==> src/hw/rtl/fpq_pkg.sv <==
// ----------------------------------------------------------------------------
// fpq_pkg
// Shared types, command codes and saturation helper for the fixed-point ALU.
// ----------------------------------------------------------------------------
package fpq_pkg;

  typedef enum logic [3:0] {
    CMD_ADD      = 4'd0,
    CMD_SUB      = 4'd1,
    CMD_MUL      = 4'd2,
    CMD_DIV      = 4'd3,
    CMD_GT       = 4'd4,
    CMD_LT       = 4'd5,
    CMD_GE       = 4'd6,
    CMD_LE       = 4'd7,
    CMD_EQ       = 4'd8,
    CMD_NE       = 4'd9,
    CMD_MAX      = 4'd10,
    CMD_MIN      = 4'd11,
    CMD_INC      = 4'd12,
    CMD_DEC      = 4'd13,
    CMD_FROM_INT = 4'd14,
    CMD_TO_INT   = 4'd15
  } cmd_e;

  localparam logic [1:0] ST_OK   = 2'd0;
  localparam logic [1:0] ST_OVF  = 2'd1;
  localparam logic [1:0] ST_DIVZ = 2'd2;

  // quotient bits resolved by the divider, one per stage
  localparam int unsigned DIV_STEPS = 33;
  // divider: overflow precheck + steps + round/clamp
  localparam int unsigned DIV_LAT   = DIV_STEPS + 2;
  localparam int unsigned MUL_LAT   = 2;

  localparam logic [31:0] POS_MAX = 32'h7FFF_FFFF;
  localparam logic [31:0] NEG_MIN = 32'h8000_0000;

  typedef struct packed {
    logic [31:0] mag_a;
    logic [31:0] mag_b;
    logic        neg;
    logic        b_zero;
  } op_t;

  typedef struct packed {
    logic [31:0] value;
    logic        flag;
    logic [1:0]  status;
  } res_t;

  // sign + magnitude to 32-bit signed, saturating
  function automatic res_t sat_mag(input logic neg, input logic [33:0] mag);
    res_t r;
    r.flag = 1'b0;
    if (!neg && (mag > {2'b00, POS_MAX})) begin
      r.value  = POS_MAX;
      r.status = ST_OVF;
    end else if (neg && (mag > {2'b00, NEG_MIN})) begin
      r.value  = NEG_MIN;
      r.status = ST_OVF;
    end else begin
      r.value  = neg ? (32'd0 - mag[31:0]) : mag[31:0];
      r.status = ST_OK;
    end
    return r;
  endfunction

endpackage

==> src/hw/rtl/fpq_mul.sv <==
// ----------------------------------------------------------------------------
// fpq_mul
// Two-stage magnitude multiply, round half away from zero, saturate.
// ----------------------------------------------------------------------------
module fpq_mul import fpq_pkg::*; #(
  parameter int unsigned FracBits = 8
) (
  input  logic clk_i,
  input  op_t  op_i,
  output res_t res_o
);

  logic [63:0] prod_q;
  logic        neg_q;
  logic [63:0] rnd;
  logic [33:0] mag;
  res_t        res_q;

  assign rnd = (prod_q + (64'd1 << (FracBits - 1))) >> FracBits;
  assign mag = (|rnd[63:34]) ? '1 : rnd[33:0];

  always_ff @(posedge clk_i) begin
    prod_q <= 64'(op_i.mag_a) * 64'(op_i.mag_b);
    neg_q  <= op_i.neg;
    res_q  <= sat_mag(neg_q, mag);
  end

  assign res_o = res_q;

endmodule

==> config.mk <==
export PLATFORM = sky130hd
export DESIGN_NAME = fpq_mul
export DESIGN_NICKNAME = d
export VERILOG_FILES = /design/src/hw/rtl/fpq_pkg.sv /design/src/hw/rtl/fpq_mul.sv
export SDC_FILE = /design/constraint.sdc
export NUM_CORES = 2
export LEC_CHECK = 0
export BUFFER_PORTS_ARGS = -buffer_cell sky130_fd_sc_hd__buf_4
export CAP_MARGIN = 20
export CORE_ASPECT_RATIO = 0.7
export CORE_MARGIN = 4
export CORE_UTILIZATION = 25
export CTS_BUF_LIST = sky130_fd_sc_hd__clkbuf_2
export CTS_CLUSTER_SIZE = 28
export DETAILED_ROUTE_END_ITERATION = 12
export GPL_TIMING_DRIVEN = 0
export HOLD_SLACK_MARGIN = 0.06
export PLACE_DENSITY = 0.36
export SLEW_MARGIN = 20
export SYNTH_ARGS = -nofsm -noshare
export SYNTH_HDL_FRONTEND = slang
export SYNTH_SLANG_ARGS = --single-unit
==> constraint.sdc <==
create_clock -name clk_i -period 23.2 [get_ports clk_i]
set_input_delay 1.16 -clock clk_i [delete_from_list [all_inputs] [get_ports clk_i]]
set_output_delay 1.16 -clock clk_i [all_outputs]
set_load 0.005 [all_outputs]
==> reports/metrics.yaml <==
status:
  status: "finished, final reports clean"
floorplan:
  row_count: 117
  die_w_microns: 468
  ios: 102
  die_area_sq_um: 154000
  placeableCoreArea_sq_um: 146000
  start_util: 0.253
  dieHeight_microns: 330
yosys:
  ys_ff_latch: 91
  syn_avg_cell_area_sq_um: 9.05
  synthFlopType: "dfxtp_1"
  syn-cell-area_sq_um: 37000
  synth_edf_count: 0
  synth_cell_types: 69
  ys_warn_count: 0
  async_flop_share: 0
  netlist_instances: 4093
  seq_area_frac_synth: 0.0492
clock_network:
  clock-sinks: 91
  clk_pin_slew_worst_paths_ns: 0.25
  numCtsBuffers: 9
  root_buffer: "clkbuf_2"
  htreeDepth: 3
  cts_setup_buffers: 0
  cts_hold_buf: 0
  cts_resized: 0
  cts_tree: "built"
  clk_latency_ns: 0.70
  clockBufferDepth: 2
timing:
  drv_slew: 0
  finClkSkew_ns: 0.0468
  worstMarginPinSlew_ns: 1.25
  maxSlewHeadroom: 0.165
  min_period_ns: 10.88
  setup_viol: 0
  setup-tns-final_ns: 0
  max_clock_freq_ghz: 0.0919
  post-route-period-util: 0.469
  rsz0062_at_grt: "false"
  hold_viol_final: 0
layout:
  layout-drive-gt1-share: 0.0432
  stdcell_count: 6191
  area_growth_pct: 9.37
  nNetsFinal: 5432
drt:
  ant_nets: 0
  drc: 0
  vias_per_cell: 4.67
  wl_mm: 171
  num_vias: 28900
  firstDrtPassIters: 6
  drtIter0Drc: 2579
  wire_per_inst_microns: 27.6
placed_design:
  gp_congestion: 0.918
  portBuffers: 98
  dp_hpwl_mm: 144
  placedCellCount: 6158
critical_path:
  worstPathArrival_ns: 11.45
  path_class: "in2reg"
  cp.required_ns: 23.78
  start_kind: "primary input"
  end_kind: "register"
  crit_fanout: 10
global_routing:
  grt_antenna_before_repair: 44
  grt_max_degree: 17
  grt_overflow: 0
  first_global_vias: 29700
  grt_pass1_wl_mm: 239
  track_usage: 0.222
hold_path:
  min_path_type: "in2reg"
job:
  cap_violations: 0
[cell usage after synthesis, types with 13 or more instances]
master    number  area share
a21o_1        23      0.0047
nor3_1        22      0.0030
xor2_1        32      0.0076
a21oi_1      106       0.014
nand4_1       41      0.0069
inv_1        853       0.086
nor2_1        45      0.0046
mux2i_1       15      0.0041
clkbuf_1     205       0.021
nand2_1      524       0.053
and2_1       581       0.098
dfxtp_1       91       0.049
ha_1         263       0.089
and3_1        29      0.0049
o21ai_0       62      0.0084
nor4_1        16      0.0027
a31oi_1       13      0.0022
xnor2_1       66       0.016
fa_1         895        0.48
nand3_1       47      0.0064
[registers in the layout (all words and copies together), names as in the netlist]
name    cells
prod_q     57
res_o      33
neg_q       1
[cell families (layout without fill, tap and decap cells)]
| family | after synthesis | count (layout) | synth area share |
|---|---|---|---|
| and+or+nand+nor | 1362 | 1362 | 0.192 |
| DFF | 91 | 91 | 0.0492 |
| adders and majority gates | 1158 | 1158 | 0.573 |
| xor gates and xnor gates | 98 | 98 | 0.0232 |
| other | 1 | 18 | 0.000101 |
| muxes | 17 | 17 | 0.00466 |
| buffers and inverters | 1076 | 1194 | 0.110 |
| AOI/OAI and AO/OA | 290 | 290 | 0.0483 |
[stage by stage]
step	hold WS [ns]	setup WS, ns	utilization	area [sq um]
after floorplan	0.691	14.57	-	37000
after global placement	0.862	11.21	0.275	40200
after detailed placement	0.870	11.58	0.276	40300
after CTS	0.413	12.44	0.277	40500
after global routing	0.384	12.01	0.277	40500
final	0.563	12.32	0.277	40500
[worst max-delay path: stages]
cell       delay, ns
buf_4           0.20
clkbuf_1        0.77
nand2_1         0.18
fa_1            0.59
fa_1            0.61
fa_1            0.47
fa_1            0.59
inv_1           0.07
fa_1            0.50
inv_1           0.05
fa_1            0.63
fa_1            0.46
fa_1            0.59
inv_1           0.06
ha_1            0.27
clkbuf_1        0.36
and4_1          0.27
and2_1          0.20
nand4_1         0.17
a2111oi_1       0.89
a211oi_1        0.38
a211oi_1        0.68
o31ai_1         0.25
a31oi_1         0.54
a2111oi_0       0.28
xnor2_1         0.20
[placed cells by master, fill, tap and decap left out, types with 13 or more instances in the layout]
cell	instances
buf_4	103
nand3_1	47
inv_1	853
and2_1	581
a21oi_1	106
mux2i_1	15
dfxtp_1	91
xor2_1	32
clkbuf_2	45
nor2_1	45
nand2_1	524
fa_1	895
nand4_1	41
nor4_1	16
clkbuf_1	171
xnor2_1	66
and3_1	29
diode_2	16
a31oi_1	13
nor3_1	22
o21ai_0	62
ha_1	263
a21o_1	23
[per-layer routing]
layer  GRT usage  wire, microns  vias to the layer above  part of all wire
li1            -              -                    12500                 -
met1       0.349          83500                    15300              0.49
met2       0.320          70900                     1047              0.41
met3      0.0397          14000                       91             0.082
met4      0.0293           2580                        2             0.015
met5     0.00588            130                        -           0.00076
[final timing paths]
kind	startpoint	to	slack, ns	cells after the start
worst max register to register	prod_q[8]	res_o[19]	15.56	22
worst min-delay path	op_i[1]	neg_q	0.56	1
worst max-delay path	op_i[4]	prod_q[63]	12.32	26
worst min register to register	prod_q[16]	res_o[11]	0.86	3
[cell type report]
type                       instances  area (sq um)
inverter                         853          3200
clock buffer                      10          50.0
timing repair buffer             102           778
sequential                        91          1820
clock inverter                     6          96.3
multi-input combinational       2927         31200
tap                             1963          2460
fill                           16000        106000
antenna                           16          40.0
buffer                           223           911
Power is left out: the tool's default activity adds up to more than one toggle a clock period on the data nets, which glitch-free logic cannot reach.
