===== src/hw/rtl/fpq_pkg.sv =====
// ----------------------------------------------------------------------------
// fpq_pkg
// Shared types, command codes and saturation helper for the fixed-point ALU.
// ----------------------------------------------------------------------------
package fpq_pkg;

  typedef enum logic [3:0] {
    CMD_ADD      = 4'd0,
    CMD_SUB      = 4'd1,
    CMD_MUL      = 4'd2,
    CMD_DIV      = 4'd3,
    CMD_GT       = 4'd4,
    CMD_LT       = 4'd5,
    CMD_GE       = 4'd6,
    CMD_LE       = 4'd7,
    CMD_EQ       = 4'd8,
    CMD_NE       = 4'd9,
    CMD_MAX      = 4'd10,
    CMD_MIN      = 4'd11,
    CMD_INC      = 4'd12,
    CMD_DEC      = 4'd13,
    CMD_FROM_INT = 4'd14,
    CMD_TO_INT   = 4'd15
  } cmd_e;

  localparam logic [1:0] ST_OK   = 2'd0;
  localparam logic [1:0] ST_OVF  = 2'd1;
  localparam logic [1:0] ST_DIVZ = 2'd2;

  // quotient bits resolved by the divider, one per stage
  localparam int unsigned DIV_STEPS = 33;
  // divider: overflow precheck + steps + round/clamp
  localparam int unsigned DIV_LAT   = DIV_STEPS + 2;
  localparam int unsigned MUL_LAT   = 2;

  localparam logic [31:0] POS_MAX = 32'h7FFF_FFFF;
  localparam logic [31:0] NEG_MIN = 32'h8000_0000;

  typedef struct packed {
    logic [31:0] mag_a;
    logic [31:0] mag_b;
    logic        neg;
    logic        b_zero;
  } op_t;

  typedef struct packed {
    logic [31:0] value;
    logic        flag;
    logic [1:0]  status;
  } res_t;

  // sign + magnitude to 32-bit signed, saturating
  function automatic res_t sat_mag(input logic neg, input logic [33:0] mag);
    res_t r;
    r.flag = 1'b0;
    if (!neg && (mag > {2'b00, POS_MAX})) begin
      r.value  = POS_MAX;
      r.status = ST_OVF;
    end else if (neg && (mag > {2'b00, NEG_MIN})) begin
      r.value  = NEG_MIN;
      r.status = ST_OVF;
    end else begin
      r.value  = neg ? (32'd0 - mag[31:0]) : mag[31:0];
      r.status = ST_OK;
    end
    return r;
  endfunction

endpackage


===== src/hw/rtl/fpq_front.sv =====
// ----------------------------------------------------------------------------
// fpq_front
// Input stage: registered results of the simple ops, and operand magnitudes for mul/div.
// ----------------------------------------------------------------------------
module fpq_front import fpq_pkg::*; #(
  parameter int unsigned FracBits = 8
) (
  input  logic        clk_i,
  input  logic [3:0]  command_i,
  input  logic [31:0] operand_a_i,
  input  logic [31:0] operand_b_i,
  output res_t        res_o,
  output op_t         op_o
);

  logic signed [31:0] a, b;
  logic [32:0]        sum, dif, incr, decr;
  logic [63:0]        shl;
  res_t               res_d, res_q;
  op_t                op_d, op_q;

  assign a = $signed(operand_a_i);
  assign b = $signed(operand_b_i);

  assign sum  = {a[31], a} + {b[31], b};
  assign dif  = {a[31], a} - {b[31], b};
  assign incr = {a[31], a} + 33'd1;
  assign decr = {a[31], a} - 33'd1;
  assign shl  = {{32{a[31]}}, a} << FracBits;

  function automatic res_t clamp33(input logic [32:0] v);
    res_t r;
    r.flag   = 1'b0;
    r.status = (v[32] != v[31]) ? ST_OVF : ST_OK;
    if (v[32] != v[31]) r.value = v[32] ? NEG_MIN : POS_MAX;
    else                r.value = v[31:0];
    return r;
  endfunction

  always_comb begin
    res_d = '{value: 32'd0, flag: 1'b0, status: ST_OK};
    case (cmd_e'(command_i))
      CMD_ADD: res_d = clamp33(sum);
      CMD_SUB: res_d = clamp33(dif);
      CMD_INC: res_d = clamp33(incr);
      CMD_DEC: res_d = clamp33(decr);
      CMD_GT:  res_d.flag = a > b;
      CMD_LT:  res_d.flag = a < b;
      CMD_GE:  res_d.flag = a >= b;
      CMD_LE:  res_d.flag = a <= b;
      CMD_EQ:  res_d.flag = a == b;
      CMD_NE:  res_d.flag = a != b;
      CMD_MAX: res_d.value = (a > b) ? a : b;
      CMD_MIN: res_d.value = (a < b) ? a : b;
      CMD_FROM_INT: begin
        if ((shl[63:31] != '0) && (shl[63:31] != '1)) begin
          res_d.value  = a[31] ? NEG_MIN : POS_MAX;
          res_d.status = ST_OVF;
        end else begin
          res_d.value = shl[31:0];
        end
      end
      CMD_TO_INT: res_d.value = a >>> FracBits;
      default: ;  // mul/div resolved downstream
    endcase
  end

  always_comb begin
    op_d.mag_a  = a[31] ? (32'd0 - a) : a;
    op_d.mag_b  = b[31] ? (32'd0 - b) : b;
    op_d.neg    = a[31] ^ b[31];
    op_d.b_zero = (b == 32'sd0);
  end

  always_ff @(posedge clk_i) begin
    res_q <= res_d;
    op_q  <= op_d;
  end

  assign res_o = res_q;
  assign op_o  = op_q;

endmodule


===== config.mk =====
export PLATFORM = sky130hd
export DESIGN_NAME = fpq_front
export DESIGN_NICKNAME = d
export VERILOG_FILES = /design/src/hw/rtl/fpq_pkg.sv /design/src/hw/rtl/fpq_front.sv
export SDC_FILE = /design/constraint.sdc
export NUM_CORES = 1
export LEC_CHECK = 0
export BUFFER_PORTS_ARGS = -buffer_cell sky130_fd_sc_hd__buf_2
export CAP_MARGIN = 40
export CORE_ASPECT_RATIO = 1.1
export CORE_UTILIZATION = 50
export DETAILED_ROUTE_END_ITERATION = 7
export PLACE_DENSITY = 0.75
export SETUP_SLACK_MARGIN = 0.1
export SYNTH_ARGS = -nofsm -noshare
export SYNTH_HDL_FRONTEND = slang
export SYNTH_SLANG_ARGS = --single-unit

===== constraint.sdc =====
create_clock -name clk_i -period 7.65 [get_ports clk_i]
set_input_delay 0.765 -clock clk_i [delete_from_list [all_inputs] [get_ports clk_i]]
set_output_delay 0.765 -clock clk_i [all_outputs]
set_load 0.02 [all_outputs]

==> reports/qor.txt, run 1 <==
Outcome: finished, final reports clean
Cts repair resizes: 0
Core area: 20710 um^2
Max-slew violations: 0
Die area: 21910 um^2
Synth Warn #: 0
Critical path data required time: 7.90 ns
Startpoint types: input port
CTS Buf Count: 9
CP dominant cell by count: buf_4
Relative slew slack: 42.26%
PortBufs: 168
Max incr delay on CP: 0.52 ns
Rows: 55
Predominant post-synthesis flop cell: dfxtp_1
Gr usage total: 38.25%
DRT iter0 DRCs: 1621
Ports: 170
Post-route ant nets: 0
Die span in x: 141.2 um
Async SR Flop Fraction: 0%
CP max stage cell: a22o_1
Setup Viol. Count Final: 0
Worst Tran Pin Value: 0.8661 ns
Minimum clock period: 5.126 ns
Utilization after layout: 57.66%
Setup TNS: 0 ns
Initial antenna violation count: 0
Vias in the first global route: 11.07k
First-pass GRT wire length: 64.48 mm
Final hold vios: 0
H-tree levels: 3
Clock buffer depth: 2
CTS Hold Bufs: 0
CTS clock-pin slew for the worst setup and hold paths: 0.08 ns
Diode count: 0
Post-DR vias/cell: 6.434
Wire per inst: 22.54 um
CP arrival: 5.38 ns
Vias: 12.03k
Overflow after GRT: 0
Residual DRC: 0
Fin nets: 1717
Seq/Total Area, Yosys: 18.77%
Yosys reg bits: 100
CTS sink count: 100
Router iterations before antenna repair: 8
Clk root buf: clkbuf_16
PwrDens: 160.2 nW/um^2
Max Freq: 195.1 MHz
GPL Wtd Cong: 1.044
WL final: 42.13 mm
Crit path kind: in -> reg
Leak Pwr: 4.897 nW
Worst vdd ir: 107.8 uV
Synthesized cell area: 10660 um^2
Initial Utilization: 51.48%
P&R area growth vs syn: 12.00%
Largest net degree at the start of global routing: 55
Share of cells above drive strength 1: 15.34%
Hpwl dp: 31.92 mm
Crit-path cells: buf_2 > buf_4 > inv_1 > ha_1 > buf_4 > nand3_1 > nor4_1 > nand2b_1 > o21ai_0 > nor3_2 > buf_4 > mux2i_4 > buf_4 > a22o_1 > a22oi_1 > nand3_1 > or3_1
Post-synth EDFFs: 0
CP Capture Type: flop
Syn nets: 1621
CP max FO: 36
Post-CTS Setup Bufs: 0
Syn Inst Count: 1483
RSZ-0062 raised after global routing: no
Yosys cell types: 87
Die height: 155.2 um
Avg Inst Size Synth: 7.190 um^2
Max_cap viols: 0
CTS tree: yes
Worst hold path class: in -> reg
Crit share post-route: 67.01%
per-layer routing:
metal / wire, um / track usage (%) / part of all wire (%)
met5: 0 / 0 / 0
met4: 1596 / 15.99 / 3.8
met3: 4304 / 6.494 / 10
met2: 19000 / 60.73 / 45
met1: 17220 / 51.04 / 41
Yosys cell counts, drive strengths merged (6+ instances only):
cell / instances / area share [%]
a21oi: 159 / 7.5
xnor2: 141 / 12
nand2: 131 / 4.6
nor2: 118 / 4.2
o21ai: 103 / 4.8
dfxtp: 100 / 19
clkbuf: 77 / 2.7
ha: 67 / 7.9
inv: 67 / 2.4
nor3: 43 / 2.1
nand3: 38 / 1.8
buf: 33 / 1.6
xor2: 29 / 2.4
nand4: 28 / 1.7
o31ai: 24 / 2.0
nor4: 23 / 1.4
or3: 22 / 1.5
a21o: 19 / 1.3
or4: 19 / 1.4
nor2b: 17 / 1.0
o21bai: 17 / 1.2
o21a: 15 / 1.1
and3: 14 / 0.82
a211oi: 13 / 0.92
nand2b: 13 / 0.76
o211ai: 12 / 0.84
a2111oi: 10 / 1.1
and2: 8 / 0.48
o2111ai: 8 / 0.66
a22oi: 7 / 0.49
nand4b: 7 / 0.57
o311ai: 7 / 0.57
a221oi: 6 / 0.49
a31oi: 6 / 0.35
and4: 6 / 0.49
o221ai: 6 / 0.49
layout make-up:
type	instances	area [um^2]
clock buffer	11	242.7
clock inverter	5	43.79
fill	2037	8771
inverter	67	251.5
multi-input combinational	1206	8001
sequential	100	2002
tap	285	356.6
timing repair buffer	195	1045
per-stage QoR:
step,cell area [um^2],hold slack (ns),cells,power [mW],setup WS (ns)
4_1_cts,11940,0.5890,1869,1.897,2.662
5_1_grt,11940,0.6034,1869,1.988,2.345
2_1_floorplan,10660,0.7927,1483,1.154,3.719
3_3_place_gp,11600,0.9713,1846,1.422,2.031
6_report,11940,0.5936,1869,1.913,2.524
3_5_place_dp,11660,0.9702,1853,1.424,2.278
power breakdown:
part	switching, mW	internal, mW
clock network	0.237	0.235
logic	0.556	0.281
registers	0.0221	0.583
total	0.814	1.10
cell usage in the layout (no fill, tap or decap), types with 19 or more instances in the layout:
cell type | synthesis | layout
buf_2 | 21 | 169
a21oi_1 | 159 | 158
xnor2_1 | 140 | 138
nand2_1 | 131 | 131
nor2_1 | 117 | 117
dfxtp_1 | 100 | 100
o21ai_0 | 90 | 90
inv_1 | 67 | 67
ha_1 | 67 | 67
nor3_1 | 42 | 41
nand3_1 | 38 | 38
xor2_1 | 29 | 29
nand4_1 | 27 | 27
buf_4 | 4 | 23
nor4_1 | 22 | 22
o31ai_1 | 21 | 21
a21o_1 | 19 | 19
state kept, by name, indices dropped and copies added, names as in the netlist:
register / count
res_o: 34
op_o: 66
logic make-up after synthesis:
group | synth area share, %
other | 0.03517
muxes | 0.4694
xor gates and xnor gates | 14.03
and+or+nand+nor | 24.45
DFF | 18.77
AOI/OAI and AO/OA | 27.21
buffers and inverters | 6.689
adders and majority gates | 8.331
worst paths after layout:
kind	start	depth (start not counted)	slack (ns)	endpoint
max	operand_b_i[31]	17	2.52	res_o[8]$_DFF_P_
min	operand_b_i[0]	1	0.59	op_o[2]$_DFF_P_
critical path: cells and delay by family:
kind | cells | cell delay (ns)
buffers and inverters | 6 | 1.59
and+or+nand+nor | 6 | 1.35
AOI/OAI and AO/OA | 3 | 1.01
adders and majority gates | 1 | 0.41
muxes | 1 | 0.20
No activity file was read; power rests on OpenSTA's default activity.
==> run 2: changes to the inputs <==
Clock period 7.65 ns to 5.1 ns, I/O delays scaled along.
==> run 2 against run 1 <==
Sequential cell count did not move. Combinational power rose by 53%. Non-clock buffer count rose by 34. Largest cell class unchanged.
==> reports/qor.txt, run 2 (synthesized netlist as in run 1, its figures left out) <==
Router iterations before antenna repair: 7
Initial Utilization: 51.48%
Largest net degree at the start of global routing: 54
Highest metal used: met5
PwrDens: 237.1 nW/um^2
Relative slew slack: 34.48%
Max Freq: 232.1 MHz
Vias: 12.35k
Setup Viol. Count Final: 0
Startpoint types: input port
Max-slew violations: 0
CP max FO: 21
Clk root buf: clkbuf_16
WL final: 42.55 mm
H-tree levels: 3
GPL Wtd Cong: 1.031
Fillers: 1982
Commonest non-fill, non-tap cells in the layout: 168 x buf_2, 158 x a21oi_1, 138 x xnor2_1
Largest register FFs: 66
Worst Tran Pin Value: 0.9753 ns
Die area: 21910 um^2
Outcome: finished, final reports clean
Diode count: 0
CTS sink count: 100
Gr usage total: 38.66%
Layout Cells excl Fill: 1903
Overflow after GRT: 0
Critical path data required time: 5.35 ns
Wire per inst: 22.36 um
CTS Hold Bufs: 0
Max incr delay on CP: 0.67 ns
CTS tree: yes
Placed insts: 1887
Post-DR vias/cell: 6.490
Initial antenna violation count: 1
Core area: 20710 um^2
Cts repair resizes: 0
Worst hold path class: in -> reg
PortBufs: 168
Minimum clock period: 4.308 ns
Hold slack: 0.3393 ns
CP arrival: 4.56 ns
Setup TNS: 0 ns
Die height: 155.2 um
Crit share post-route: 84.48%
Met2 WL: 18.66 mm
Worst vdd ir: 181.4 uV
Crit-path cells: buf_2 > inv_1 > ha_1 > nor3b_1 > nor3_1 > o31ai_1 > buf_4 > o311ai_1 > a21oi_1 > o31ai_1 > o21a_1 > xnor2_2 > buf_12 > a21oi_1 > or4_1
Hold path start: operand_b_i[0]
Worst Setup SP: operand_b_i[2]
CP Capture Type: flop
P&R area growth vs syn: 14.33%
DRT iter0 DRCs: 1706
Hpwl dp: 32.64 mm
RSZ-0062 raised after global routing: no
Crit path kind: in -> reg
Vias in the first global route: 11.41k
CP max stage cell: o31ai_1
Max_cap viols: 0
Leak Pwr: 5.064 nW
Ports: 170
Post-CTS Setup Bufs: 0
Clock buffer depth: 2
Fin nets: 1751
CTS clock-pin slew for the worst setup and hold paths: 0.08 ns
Final hold vios: 0
Post-route ant nets: 0
Die span in x: 141.2 um
Residual DRC: 0
Rows: 55
Commonest non-fill, non-tap cell in the layout: buf_2
Share of cells above drive strength 1: 17.12%
First-pass GRT wire length: 65.50 mm
Met3 WL: 4.349 mm
WL met1: 17.79 mm
CTS Buf Count: 9
run 2: changes by cell type in the layout (fill, tap and decap cells not counted), sizes merged:
cell,delta
clkbuf,-1
buf,+35
clkdlybuf4s15,-1
clkinv,+1
run 2: metrics by stage:
stage	power, mW	setup slack (ns)	area (um^2)	util [%]
finish	2.890	0.7917	12190	58.85
global route	3.011	0.5818	12190	58.85
CTS	2.860	0.9286	12190	58.85
detailed placement	2.160	0.5578	11910	57.51
global placement	2.167	0.5870	11890	57.40
floorplan	1.731	1.424	10660	-
run 2: area by class of cell:
type                       instances  area (um^2)  share of cell area [%]
clock inverter                     6        48.80                  0.4003
multi-input combinational       1206         7984                   65.49
timing repair buffer             229         1319                   10.82
inverter                          67        251.5                   2.063
sequential                       100         2002                   16.42
tap                              285        356.6                   2.925
clock buffer                      10        229.0                   1.878
run 2: metal layers:
layer	track usage, %	vias to the layer above
met3	5.663	137
met2	60.09	852
met1	52.88	5768
met5	0	-
met4	16.98	2
li1	-	5591
run 2: path summary, 6_finish.rpt:
kind	endpoint	slack (ns)	cells after the start
max	res_o[17]$_DFF_P_	0.79	15
min	op_o[2]$_DFF_P_	0.34	1
run 2: worst max-delay path: cells and delay by family:
kind	cells	cell delay, ns
AND/OR/NAND/NOR	3	0.89
XOR/XNOR	1	0.31
adder cells (fa/ha/maj)	1	0.44
buffers and inverters	4	0.66
AO/OA/AOI/OAI	6	1.72
run 2: where the power goes:
part | total (mW) | internal [mW] | switching [mW]
Sequential | 0.902 | 0.874 | 0.0287
Combinational | 1.28 | 0.448 | 0.834
Clock | 0.706 | 0.338 | 0.368
Total | 2.89 | 1.66 | 1.23
